<file path="config.mk">
export PLATFORM = sky130hd
export DESIGN_NAME = multi_key_debounce_event_fifo_unit
export DESIGN_NICKNAME = d
export VERILOG_FILES = /design/src/hdl/mkdef_pkg.sv /design/src/hdl/multi_key_debounce_event_fifo_unit.sv /design/src/hdl/mkdef_ctrl.sv /design/src/hdl/mkdef_dp.sv
export VERILOG_INCLUDE_DIRS = /design/src /design/src/hdl
export SDC_FILE = /design/constraint.sdc
export NUM_CORES = 1
export LEC_CHECK = 0
export BUFFER_PORTS_ARGS = -buffer_cell sky130_fd_sc_hd__buf_4
export CAP_MARGIN = 30
export CORE_UTILIZATION = 50
export DETAILED_ROUTE_END_ITERATION = 10
export PLACE_DENSITY = 0.67
export REMOVE_ABC_BUFFERS = 1
export SYNTH_ARGS = -nofsm -noshare
export SYNTH_HDL_FRONTEND = slang
export SYNTH_SLANG_ARGS = --single-unit
</file>
<file path="constraint.sdc">
create_clock -name i_clk -period 5 [get_ports i_clk]
set_input_delay 1 -clock i_clk [delete_from_list [all_inputs] [get_ports i_clk]]
set_output_delay 1 -clock i_clk [all_outputs]
set_load 0.02 [all_outputs]
</file>
<file path="src/hdl/assert_macros.svh">
// ---------------------------------------------------------------------------
// Assertion macros
// Clocked property checks with and without a reset qualifier; empty in
// synthesis builds.
// ---------------------------------------------------------------------------
`ifndef ASSERT_MACROS_SVH
`define ASSERT_MACROS_SVH

`ifndef SYNTHESIS

// check a property on every rising edge while reset is released
`define ASSERT_CLK(label, clk, rst_n, prop) \
    label: assert property (@(posedge clk) disable iff (!rst_n) prop) \
        else $error("assertion failed");

// check a property on every rising edge, reset included
`define ASSERT_ALWAYS(label, clk, prop) \
    label: assert property (@(posedge clk) prop) \
        else $error("assertion failed");

`else

`define ASSERT_CLK(label, clk, rst_n, prop)
`define ASSERT_ALWAYS(label, clk, prop)

`endif

`endif

</file>
<file path="src/hdl/mkdef_pkg.sv">
// ---------------------------------------------------------------------------
// mkdef_pkg
// Shared types and constants of the key debounce and event queue block.
// ---------------------------------------------------------------------------
`default_nettype none

package mkdef_pkg;

    // field widths
    localparam int OP_W      = 2;
    localparam int KEYS_W    = 8;
    localparam int SEL_W     = 3;
    localparam int CODE_W    = 5;
    localparam int FILTER_W  = 7;
    localparam int COUNT_W   = 8;
    localparam int CFG_IDX_W = 2;
    localparam int CFG_DAT_W = 8;

    // operation codes
    localparam logic [OP_W-1:0] OP_TICK  = 2'd0;
    localparam logic [OP_W-1:0] OP_POP   = 2'd1;
    localparam logic [OP_W-1:0] OP_CLEAR = 2'd2;

    // configuration register indexes
    localparam logic [CFG_IDX_W-1:0] CFG_FILTER_TIME = 2'd0;
    localparam logic [CFG_IDX_W-1:0] CFG_KEY_ENABLE  = 2'd1;

    // reset values
    localparam int                    RESET_FILTER_INT = 5;
    localparam logic [FILTER_W-1:0]   RESET_FILTER     = FILTER_W'(RESET_FILTER_INT);
    localparam logic [COUNT_W-1:0]    RESET_COUNT      = COUNT_W'(RESET_FILTER_INT / 2);
    localparam logic [KEYS_W-1:0]     RESET_ENABLE     = 8'h01;

    // commands from controller to datapath
    typedef struct packed {
        logic accept;    // latch the incoming word
        logic clear;     // empty the ring
        logic visit;     // debounce the key at the key index
        logic pop;       // read the oldest code
        logic load_out;  // load the result register
    } t_dp_cmd;

endpackage

`default_nettype wire

</file>
<file path="src/hdl/multi_key_debounce_event_fifo_unit.sv">
// ---------------------------------------------------------------------------
// multi_key_debounce_event_fifo_unit
// Counter debounce of up to eight keys with a ring of press/release codes.
// ---------------------------------------------------------------------------
//  channel   direction  handshake              payload
//  input     in         i_valid / o_stall      i_op, i_key_down, i_key_select
//  result    out        o_valid / i_stall      o_key_code, o_key_states,
//                                              o_selected_state, o_queue_empty
//  config    in         i_cfg_valid/o_cfg_ready i_cfg_index, i_cfg_data
//
//  A scan tick walks the keys one key a cycle through the shared debounce
//  update, between the accept and the result load. A pop passes through its
//  own state (the ring memory read is registered); a clear or unused op goes from accept to result load.
//  Reset is synchronous; no clearing pass, the ring needs no initial contents.
//  A new word is taken while the previous result still waits under i_stall;
//  only the result load waits for the output register to free up.
// ---------------------------------------------------------------------------
`default_nettype none

module multi_key_debounce_event_fifo_unit
    import mkdef_pkg::*;
#(
    parameter int NUM_KEYS    = 8,
    parameter int QUEUE_DEPTH = 16
) (
    input  wire logic                 i_clk,
    input  wire logic                 i_rst_n,
    // input channel
    input  wire logic                 i_valid,
    output logic                      o_stall,
    input  wire logic [OP_W-1:0]      i_op,
    input  wire logic [KEYS_W-1:0]    i_key_down,
    input  wire logic [SEL_W-1:0]     i_key_select,
    // result channel
    output logic                      o_valid,
    input  wire logic                 i_stall,
    output logic [CODE_W-1:0]         o_key_code,
    output logic [KEYS_W-1:0]         o_key_states,
    output logic                      o_selected_state,
    output logic                      o_queue_empty,
    // configuration channel
    input  wire logic                 i_cfg_valid,
    output logic                      o_cfg_ready,
    input  wire logic [CFG_IDX_W-1:0] i_cfg_index,
    input  wire logic [CFG_DAT_W-1:0] i_cfg_data
);

    localparam int KEY_W = (NUM_KEYS > 1) ? $clog2(NUM_KEYS) : 1;
    localparam int PTR_W = $clog2(QUEUE_DEPTH);

    t_dp_cmd          cmd;
    logic [KEY_W-1:0] key;

    assign o_cfg_ready = 1'b1;

    mkdef_ctrl #(
        .NUM_KEYS (NUM_KEYS),
        .KEY_W    (KEY_W)
    ) u_ctrl (
        .i_clk   (i_clk),
        .i_rst_n (i_rst_n),
        .i_valid (i_valid),
        .i_op    (i_op),
        .o_stall (o_stall),
        .o_valid (o_valid),
        .i_stall (i_stall),
        .o_cmd   (cmd),
        .o_key   (key)
    );

    mkdef_dp #(
        .NUM_KEYS    (NUM_KEYS),
        .QUEUE_DEPTH (QUEUE_DEPTH),
        .KEY_W       (KEY_W),
        .PTR_W       (PTR_W)
    ) u_dp (
        .i_clk            (i_clk),
        .i_rst_n          (i_rst_n),
        .i_cmd            (cmd),
        .i_key            (key),
        .i_op             (i_op),
        .i_key_down       (i_key_down),
        .i_key_select     (i_key_select),
        .i_cfg_write      (i_cfg_valid && o_cfg_ready),
        .i_cfg_index      (i_cfg_index),
        .i_cfg_data       (i_cfg_data),
        .o_key_code       (o_key_code),
        .o_key_states     (o_key_states),
        .o_selected_state (o_selected_state),
        .o_queue_empty    (o_queue_empty)
    );

endmodule

`default_nettype wire

</file>
<file path="src/hdl/mkdef_ctrl.sv">
// ---------------------------------------------------------------------------
// mkdef_ctrl
// Sequencer: accepts one word, walks the keys on a tick, issues the pop or
// clear, then loads the result register when it is free.
// ---------------------------------------------------------------------------
`default_nettype none

`include "assert_macros.svh"

module mkdef_ctrl
    import mkdef_pkg::*;
#(
    parameter int NUM_KEYS = 8,
    parameter int KEY_W    = 3
) (
    input  wire logic             i_clk,
    input  wire logic             i_rst_n,
    input  wire logic             i_valid,
    input  wire logic [OP_W-1:0]  i_op,
    output logic                  o_stall,
    output logic                  o_valid,
    input  wire logic             i_stall,
    output t_dp_cmd               o_cmd,
    output logic [KEY_W-1:0]      o_key
);

    localparam logic [KEY_W-1:0] LAST_KEY = KEY_W'(NUM_KEYS - 1);

    typedef enum logic [1:0] {
        S_IDLE,
        S_SCAN,
        S_POP,
        S_FINISH
    } t_state;

    t_state           r_state, n_state;
    logic [KEY_W-1:0] r_key, n_key;
    logic             r_out_valid, n_out_valid;
    logic             accept;
    logic             out_free;

    assign accept   = i_valid && (r_state == S_IDLE);
    assign out_free = !r_out_valid || !i_stall;

    // next state and commands
    always_comb begin
        n_state     = r_state;
        n_key       = r_key;
        n_out_valid = r_out_valid && i_stall;
        o_cmd       = '0;
        unique case (r_state)
            S_IDLE: begin
                if (accept) begin
                    o_cmd.accept = 1'b1;
                    n_key        = '0;
                    case (i_op)
                        OP_TICK:  n_state = S_SCAN;
                        OP_POP:   n_state = S_POP;
                        OP_CLEAR: begin
                            o_cmd.clear = 1'b1;
                            n_state     = S_FINISH;
                        end
                        default:  n_state = S_FINISH;
                    endcase
                end
            end
            S_SCAN: begin
                o_cmd.visit = 1'b1;
                if (r_key == LAST_KEY) begin
                    n_state = S_FINISH;
                end else begin
                    n_key = r_key + 1'b1;
                end
            end
            S_POP: begin
                o_cmd.pop = 1'b1;
                n_state   = S_FINISH;
            end
            S_FINISH: begin
                if (out_free) begin
                    o_cmd.load_out = 1'b1;
                    n_out_valid    = 1'b1;
                    n_state        = S_IDLE;
                end
            end
            default: n_state = S_IDLE;
        endcase
    end

    // hold state and output valid
    always_ff @(posedge i_clk) begin
        if (!i_rst_n) begin
            r_state     <= S_IDLE;
            r_key       <= '0;
            r_out_valid <= 1'b0;
        end else begin
            r_state     <= n_state;
            r_key       <= n_key;
            r_out_valid <= n_out_valid;
        end
    end

    assign o_stall = (r_state != S_IDLE);
    assign o_valid = r_out_valid;
    assign o_key   = r_key;

    `ASSERT_CLK(a_valid_from_finish, i_clk, i_rst_n,
        $rose(r_out_valid) |-> $past(r_state == S_FINISH))
    `ASSERT_CLK(a_pop_follows_accept, i_clk, i_rst_n,
        (accept && i_op == OP_POP) |=> (r_state == S_POP))
    `ASSERT_CLK(a_key_in_range, i_clk, i_rst_n,
        (r_state == S_SCAN) |-> (r_key <= LAST_KEY))
    `ASSERT_CLK(a_finish_waits, i_clk, i_rst_n,
        (r_state == S_FINISH && r_out_valid && i_stall) |=> (r_state == S_FINISH))

endmodule

`default_nettype wire

</file>
<file path="src/hdl/mkdef_dp.sv">
// ---------------------------------------------------------------------------
// mkdef_dp
// Datapath: configuration registers, per-key debounce counters and states,
// event ring memory with its positions, and the result register.
// ---------------------------------------------------------------------------
`default_nettype none

module mkdef_dp
    import mkdef_pkg::*;
#(
    parameter int NUM_KEYS    = 8,
    parameter int QUEUE_DEPTH = 16,
    parameter int KEY_W       = 3,
    parameter int PTR_W       = 4
) (
    input  wire logic                 i_clk,
    input  wire logic                 i_rst_n,
    input  wire t_dp_cmd              i_cmd,
    input  wire logic [KEY_W-1:0]     i_key,
    input  wire logic [OP_W-1:0]      i_op,
    input  wire logic [KEYS_W-1:0]    i_key_down,
    input  wire logic [SEL_W-1:0]     i_key_select,
    input  wire logic                 i_cfg_write,
    input  wire logic [CFG_IDX_W-1:0] i_cfg_index,
    input  wire logic [CFG_DAT_W-1:0] i_cfg_data,
    output logic [CODE_W-1:0]         o_key_code,
    output logic [KEYS_W-1:0]         o_key_states,
    output logic                      o_selected_state,
    output logic                      o_queue_empty
);

    localparam logic [PTR_W-1:0] LAST_POS = PTR_W'(QUEUE_DEPTH - 1);

    // configuration
    logic [FILTER_W-1:0] r_filter;
    logic [KEYS_W-1:0]   r_enable;

    // latched word
    logic [OP_W-1:0]     r_op;
    logic [KEYS_W-1:0]   r_key_down;
    logic [SEL_W-1:0]    r_key_select;

    // debounce state
    logic [COUNT_W-1:0]  r_count [NUM_KEYS];
    logic [NUM_KEYS-1:0] r_state;

    // ring
    logic [CODE_W-1:0]   r_ring [QUEUE_DEPTH];
    logic [PTR_W-1:0]    r_rd_pos, r_wr_pos;
    logic [CODE_W-1:0]   r_rd_data;
    logic                r_pop_hit;

    // visit unit
    logic [COUNT_W-1:0]  cur_count, n_count;
    logic                cur_state, n_state_bit;
    logic                push;
    logic [CODE_W-1:0]   push_code;
    logic [COUNT_W-1:0]  ft, top;
    logic                enabled;
    logic                ring_empty;

    function automatic logic [PTR_W-1:0] ptr_next(input logic [PTR_W-1:0] p);
        ptr_next = (p == LAST_POS) ? '0 : p + 1'b1;
    endfunction

    assign ft         = {1'b0, r_filter};
    assign top        = {r_filter, 1'b0};
    assign cur_count  = r_count[i_key];
    assign cur_state  = r_state[i_key];
    assign enabled    = r_enable[i_key];
    assign ring_empty = (r_rd_pos == r_wr_pos);

    // debounce one key
    always_comb begin
        n_count     = cur_count;
        n_state_bit = cur_state;
        push        = 1'b0;
        push_code   = CODE_W'({i_key, 1'b0}) + CODE_W'(1);
        if (r_key_down[i_key]) begin
            if (cur_count < ft) begin
                n_count = ft;
            end else if (cur_count < top) begin
                n_count = cur_count + 1'b1;
            end else if (!cur_state) begin
                n_state_bit = 1'b1;
                push        = 1'b1;
            end
        end else begin
            push_code = CODE_W'({i_key, 1'b0}) + CODE_W'(2);
            if (cur_count > ft) begin
                n_count = ft;
            end else if (cur_count != '0) begin
                n_count = cur_count - 1'b1;
            end else if (cur_state) begin
                n_state_bit = 1'b0;
                push        = 1'b1;
            end
        end
    end

    // hold configuration, counters, states and positions
    always_ff @(posedge i_clk) begin
        if (!i_rst_n) begin
            r_filter  <= RESET_FILTER;
            r_enable  <= RESET_ENABLE;
            r_state   <= '0;
            r_rd_pos  <= '0;
            r_wr_pos  <= '0;
            r_pop_hit <= 1'b0;
            for (int k = 0; k < NUM_KEYS; k++) begin
                r_count[k] <= RESET_COUNT;
            end
        end else begin
            if (i_cfg_write) begin
                unique case (i_cfg_index)
                    CFG_FILTER_TIME: r_filter <= i_cfg_data[FILTER_W-1:0];
                    CFG_KEY_ENABLE:  r_enable <= i_cfg_data;
                    default: ;
                endcase
            end
            if (i_cmd.visit && enabled) begin
                r_count[i_key] <= n_count;
                r_state[i_key] <= n_state_bit;
                if (push) begin
                    r_wr_pos <= ptr_next(r_wr_pos);
                end
            end
            if (i_cmd.clear) begin
                r_rd_pos <= r_wr_pos;
            end
            if (i_cmd.pop) begin
                r_pop_hit <= !ring_empty;
                if (!ring_empty) begin
                    r_rd_pos <= ptr_next(r_rd_pos);
                end
            end
        end
    end

    // write and read the ring
    always_ff @(posedge i_clk) begin
        if (i_cmd.visit && enabled && push) begin
            r_ring[r_wr_pos] <= push_code;
        end
        if (i_cmd.pop) begin
            r_rd_data <= r_ring[r_rd_pos];
        end
    end

    // latch the word and load the result
    always_ff @(posedge i_clk) begin
        if (i_cmd.accept) begin
            r_op         <= i_op;
            r_key_down   <= i_key_down;
            r_key_select <= i_key_select;
        end
        if (i_cmd.load_out) begin
            o_key_code    <= (r_op == OP_POP && r_pop_hit) ? r_rd_data : '0;
            o_key_states  <= KEYS_W'(r_state);
            o_queue_empty <= ring_empty;
            if (32'(r_key_select) < NUM_KEYS) begin
                o_selected_state <= r_state[r_key_select[KEY_W-1:0]];
            end else begin
                o_selected_state <= 1'b0;
            end
        end
    end

endmodule

`default_nettype wire
</file>
Yosys cells after proc, flatten, opt, wreduce, memory -nomap -nowiden --
Memory sizes are Yosys's and may differ from the RTL's. A register that Yosys moved wholly into a read port is not among the register bits. Cells that the tools add are included. Widths: inputs -> output; s select.
Storage, ports and cells: flip-flop bits (word level) 66, bits in latches 0, RAM bits 144, bits in read-only memories 0, output and inout port bits 18, word-level logic and storage cells 130, memories 2
Cells by class: add/sub/neg operators 7, $mul 0, divide/modulo/power cells 0, order comparisons 6, equality and inequality tests 15, shift operators 0, mux-type cells 62, bitwise gates (word level) 0, reductions and logical operators 22
Memories:
- u_dp.r_ring | depth 16, bits a word 5, read ports 1, clocked after memory_dff 1, write ports 1, line mkdef_dp.sv:48 | logic [CODE_W-1:0] r_ring [QUEUE_DEPTH];
- u_dp.r_count | depth 8, bits a word 8, read ports 1, clocked after memory_dff 1, write ports 8, line mkdef_dp.sv:44 | logic [COUNT_W-1:0] r_count [NUM_KEYS];
Operator list (number):
- $mux 8 | 6
- $mux 1 | 31
- $mux 4 | 5
- $mux 3 | 5
- $bmux 1 s3 | 4
- $mux 2 | 5
- $add 4x1->4 const B | 2
- $add 8x1->8 const B | 1
- $bwmux 8 | 1
- $eq 2x1->1 const B | 4
- $eq 4x4->1 const B | 2
- $gt 8x7->1 | 1
- $lt 3x4->1 const B | 2
- $lt 8x7->1 | 1
- $lt 8x8->1 | 1
- $pmux 2 s4 | 1
- $reduce_bool 8->1 | 1
- $reduce_or 8->1 | 1
- $sub 8x1->8 const B | 1
- $eq 2x2->1 const B | 3
- $logic_and 1x1->1 | 6
- $logic_not 2->1 | 3
- $ne 2x1->1 const B | 3
- $pmux 3 s2 | 1
- 15 further kinds | 21

Depth between registers and ports, before layout --
word-level depth 9, gate-level depth with buffers 15, mapped depth without buffers 12

Cells and area by module --
From an unflattened synthesis, not the netlist that was laid out.
Unflattened totals: cell total of the unflattened synthesis 764, area total of the unflattened synthesis 10053.4 sq um
By module, submodules not included:
- mkdef_dp | times used 1, cells each 719, area each 9640.5 sq um
- mkdef_ctrl | times used 1, cells each 43, area each 401.6 sq um
- multi_key_debounce_event_fifo_unit | times used 1, cells each 2, area each 11.3 sq um

Least setup slack after synthesis --
Ideal clock, no wire load.
kind register to register, start register (tool-made name), end memory u_dp.r_ring[4][0], enable pin, setup time 315 ps, arrival 3462 ps, required time 4685 ps, setup slack 1224 ps, cell stages (with the launch flop) 15, buffers on the path 3, cell sequence dfxtp_1 > buf_6 > buf_6 > mux4_2 > mux2i_2 > inv_2 > ha_1 > and3_1 > a221oi_1 > a32o_1 > and2_1 > a21boi_1 > nor3_4 > buf_2 > and3_1
RTL lines (line):
- end: declaration | mkdef_dp.sv:48

==> flow_metrics.tcl <==
set metrics [dict create \
    drv_cap 0 \
    seq_area_sq_mm 0.00614 \
    numCtsBuffers 23 \
    post-place-ws_ns 0.428 \
    synth_top_flop_cell "edfxtp_1" \
    drt_iter0_drc 762 \
    grtUsageTotal_pct 23.1 \
    die_area_sq_mm 0.0205 \
    fin_crit_ns 4.69 \
    period_share_pct 93.8 \
    slowest_stage "dfxtp_1" \
    final_common_cell "edfxtp_1" \
    max-vdd-ir-drop_uv 244 \
    hold_viol_final 0 \
    power.density_mw_per_mm2 457 \
    ys_async_sr_fraction_pct 0 \
    ctsHtreeMaxLevel 1 \
    worst_setup_path_start_kind "flop" \
    cts_tree "built" \
    wl_per_cell_um 21.5 \
    grt_overflow_total 0 \
    drive_gt1_share_pct 22.5 \
    fin_skew_ns 0.0280 \
    layout_setup_ws_ns 0.309 \
    multi_input_area_sq_mm 0.00354 \
    synth_cell_type_count 65 \
    yosysWarnings 0 \
    grt_max_degree 28 \
    r2r_end "u_dp.r_ring[9][0]$_DFFE_PP_" \
    gp_congestion 0.889 \
    diodes 0 \
    clkLatencyLatePin_ns 0.53 \
    die_w_um 143 \
    ys_seq_elements 218 \
    cts.sinks 218 \
    cts-root-buf "clkbuf_16" \
    die_h_um 143 \
    port_buffers 44 \
    layout.nets 828 \
    synth-seq-area-share_pct 61.7 \
    antenna_found_initial 0 \
    run_status "finished, final reports clean" \
    final_cell_mix "edfxtp_1 (177), nor2_1 (83), buf_4 (70)" \
    floorplan.rows 51 \
    core_sq_mm 0.0195 \
    cts.reportedPaths.clkPinSlew_ns 0.06 \
    drt-total-wl_um 22700 \
    route.vias.total 6204 \
    ios 46 \
    required_ns 5.18 \
    syn_area_per_cell_sq_um 14.0 \
    drc 0 \
    slew_headroom_pct 21.6 \
    synth_edf_count 177 \
    grt_pass1_wl_um 35300 \
    area_growth_pct 15.5 \
    drtPass1Iterations 7 \
    setup_tns_ns 0 \
    post_cts_buffers 0 \
    worstSetupPathType "reg -> reg" \
    start_util_pct 51.1 \
    cts_resized 0 \
    synthCells 709 \
    ant_nets 0 \
    vias_per_cell 5.88 \
    clk_path_buf_depth 3 \
    grt_pass1_vias 6341 \
    cp.arrival_ns 4.87 \
    max_freq_ghz 0.213 \
    path_max_fanout 18 \
    fin_area_sq_mm 0.0115 \
    reg2reg_depth 11 \
    postCtsHoldBufs 0 \
    crit_top_cell "and3_1" \
    place.detailed.hpwl_um 15800 \
    min_path_type "reg -> reg" \
    placed_area_sq_mm 0.0107 \
    slowest_delay_ns 0.89 \
    path_cells "mux4_2 -> mux2i_2 -> inv_2 -> ha_1 -> and3_1 -> a221oi_1 -> a32o_1 -> and2_1 -> a21boi_1 -> nor3_4 -> and3_1" \
    netlist_area_sq_mm 0.00995 \
    tightestPinTransition_ns 1.18 \
    fillers 1506 \
    p_leak_nw 3.99 \
    grt_setup_unrepaired "no" \
    critPathCapture "u_dp.r_ring[9][0]$_DFFE_PP_" \
    r2r_setup_slack_ns 0.31 \
    critPathCaptureType "flop" \
    drv_slew 0 \
    finalSetupViolCount 0 \
]
==> layer usage <==
| layer | up-vias | GRT usage, % | share of wire [%] |
|---|---|---|---|
| met4 | 0 | 6.23 | 2.3 |
| met1 | 3058 | 32.4 | 44 |
| li1 | 2840 | - | - |
| met3 | 39 | 4.96 | 8.1 |
| met5 | - | 0 | 0 |
| met2 | 267 | 36.6 | 46 |
==> where the power goes <==
part | switching, mW | internal, mW
logic | 0.787 | 0.478
clock network | 0.707 | 1.09
registers | 0.0691 | 2.12
total | 1.56 | 3.69
==> cells by family (layout without fill, tap and decap cells) <==
kind of cell / Yosys count / count (layout) / synth area share (%)
flops: 218 / 218 / 61.7
compound gates: 85 / 85 / 6.02
fa+ha+maj: 27 / 27 / 3.39
mux: 77 / 77 / 13.9
simple gates: 227 / 227 / 11.3
buf+inv: 64 / 145 / 2.80
xor+xnor: 10 / 10 / 0.880
other cells: 1 / 1 / 0.0377
==> critical path: cells and delay by family, from the launching register on <==
family	cells	cell delay, ns
AND/OR/NAND/NOR	4	1.33
AO/OA/AOI/OAI	3	0.93
flip-flops	1	0.89
multiplexers	2	0.75
adder cells (fa/ha/maj)	1	0.31
buffers and inverters	1	0.14
==> cell usage after synthesis, types with 7 or more instances <==
cell      number  area share [%]
edfxtp_1     177              53
nor2_1        83             3.1
mux4_2        46              10
dfxtp_1       41             8.2
nand2_1       36             1.4
inv_1         28             1.1
ha_1          27             3.4
mux2i_1       24             2.4
o21ai_0       20             1.0
and3_1        19             1.2
a21oi_1       18            0.91
clkbuf_1      18            0.68
nand3_1       17            0.85
and2_1        13            0.82
nor3_1        13            0.65
nand4_1       12            0.75
xnor2_1       10            0.88
nand2b_1       9            0.57
o22ai_1        9            0.57
nand3b_1       7            0.53
==> flip-flops by register name (all words and copies together), names as in the netlist, 2 cells and up, named ones only <==
signal,cells
u_ctrl.o_key,3
u_ctrl.r_state,2
u_dp.o_key_code,5
u_dp.o_key_states,8
u_dp.r_count,64
u_dp.r_enable,8
u_dp.r_filter,7
u_dp.r_key_down,8
u_dp.r_key_select,3
u_dp.r_op,2
u_dp.r_rd_data,5
u_dp.r_rd_pos,4
u_dp.r_ring,80
u_dp.r_state,8
u_dp.r_wr_pos,4
==> final cells by class <==
| cell class | instances | area share [%] |
|---|---|---|
| sequential | 218 | 53.4 |
| tap | 265 | 2.88 |
| clock inverter | 16 | 1.77 |
| clock buffer | 26 | 5.28 |
| inverter | 32 | 1.05 |
| multi-input combinational | 427 | 30.8 |
| timing repair buffer | 71 | 4.81 |
==> how the worst min path moves through the flow <==
stage                                            start                             end  slack [ns]  cells past startpoint
after CTS                 u_dp.r_state[7]$_SDFFE_PN0P_  u_dp.o_key_states[7]$_DFFE_PP_        0.46                      0
after global routing      u_dp.r_state[7]$_SDFFE_PN0P_  u_dp.o_key_states[7]$_DFFE_PP_        0.48                      0
after detailed placement  u_dp.r_state[7]$_SDFFE_PN0P_  u_dp.o_key_states[7]$_DFFE_PP_        0.45                      0
after global placement    u_dp.r_state[7]$_SDFFE_PN0P_  u_dp.o_key_states[7]$_DFFE_PP_        0.44                      0
after floorplan           u_dp.r_state[7]$_SDFFE_PN0P_  u_dp.o_key_states[7]$_DFFE_PP_        0.42                      0
final                     u_dp.r_state[7]$_SDFFE_PN0P_  u_dp.o_key_states[7]$_DFFE_PP_        0.46                      0
==> through the flow <==
stage	total power [mW]	hold WS, ns	instances	util [%]
floorplan	3.05	0.425	677	-
global placement	3.41	0.444	1005	54.5
detailed placement	3.47	0.446	1012	54.9
CTS	5.26	0.461	1054	59.0
global route	5.46	0.484	1055	59.1
finish	5.25	0.463	1055	59.1
No activity file was read; power rests on OpenSTA's default activity.
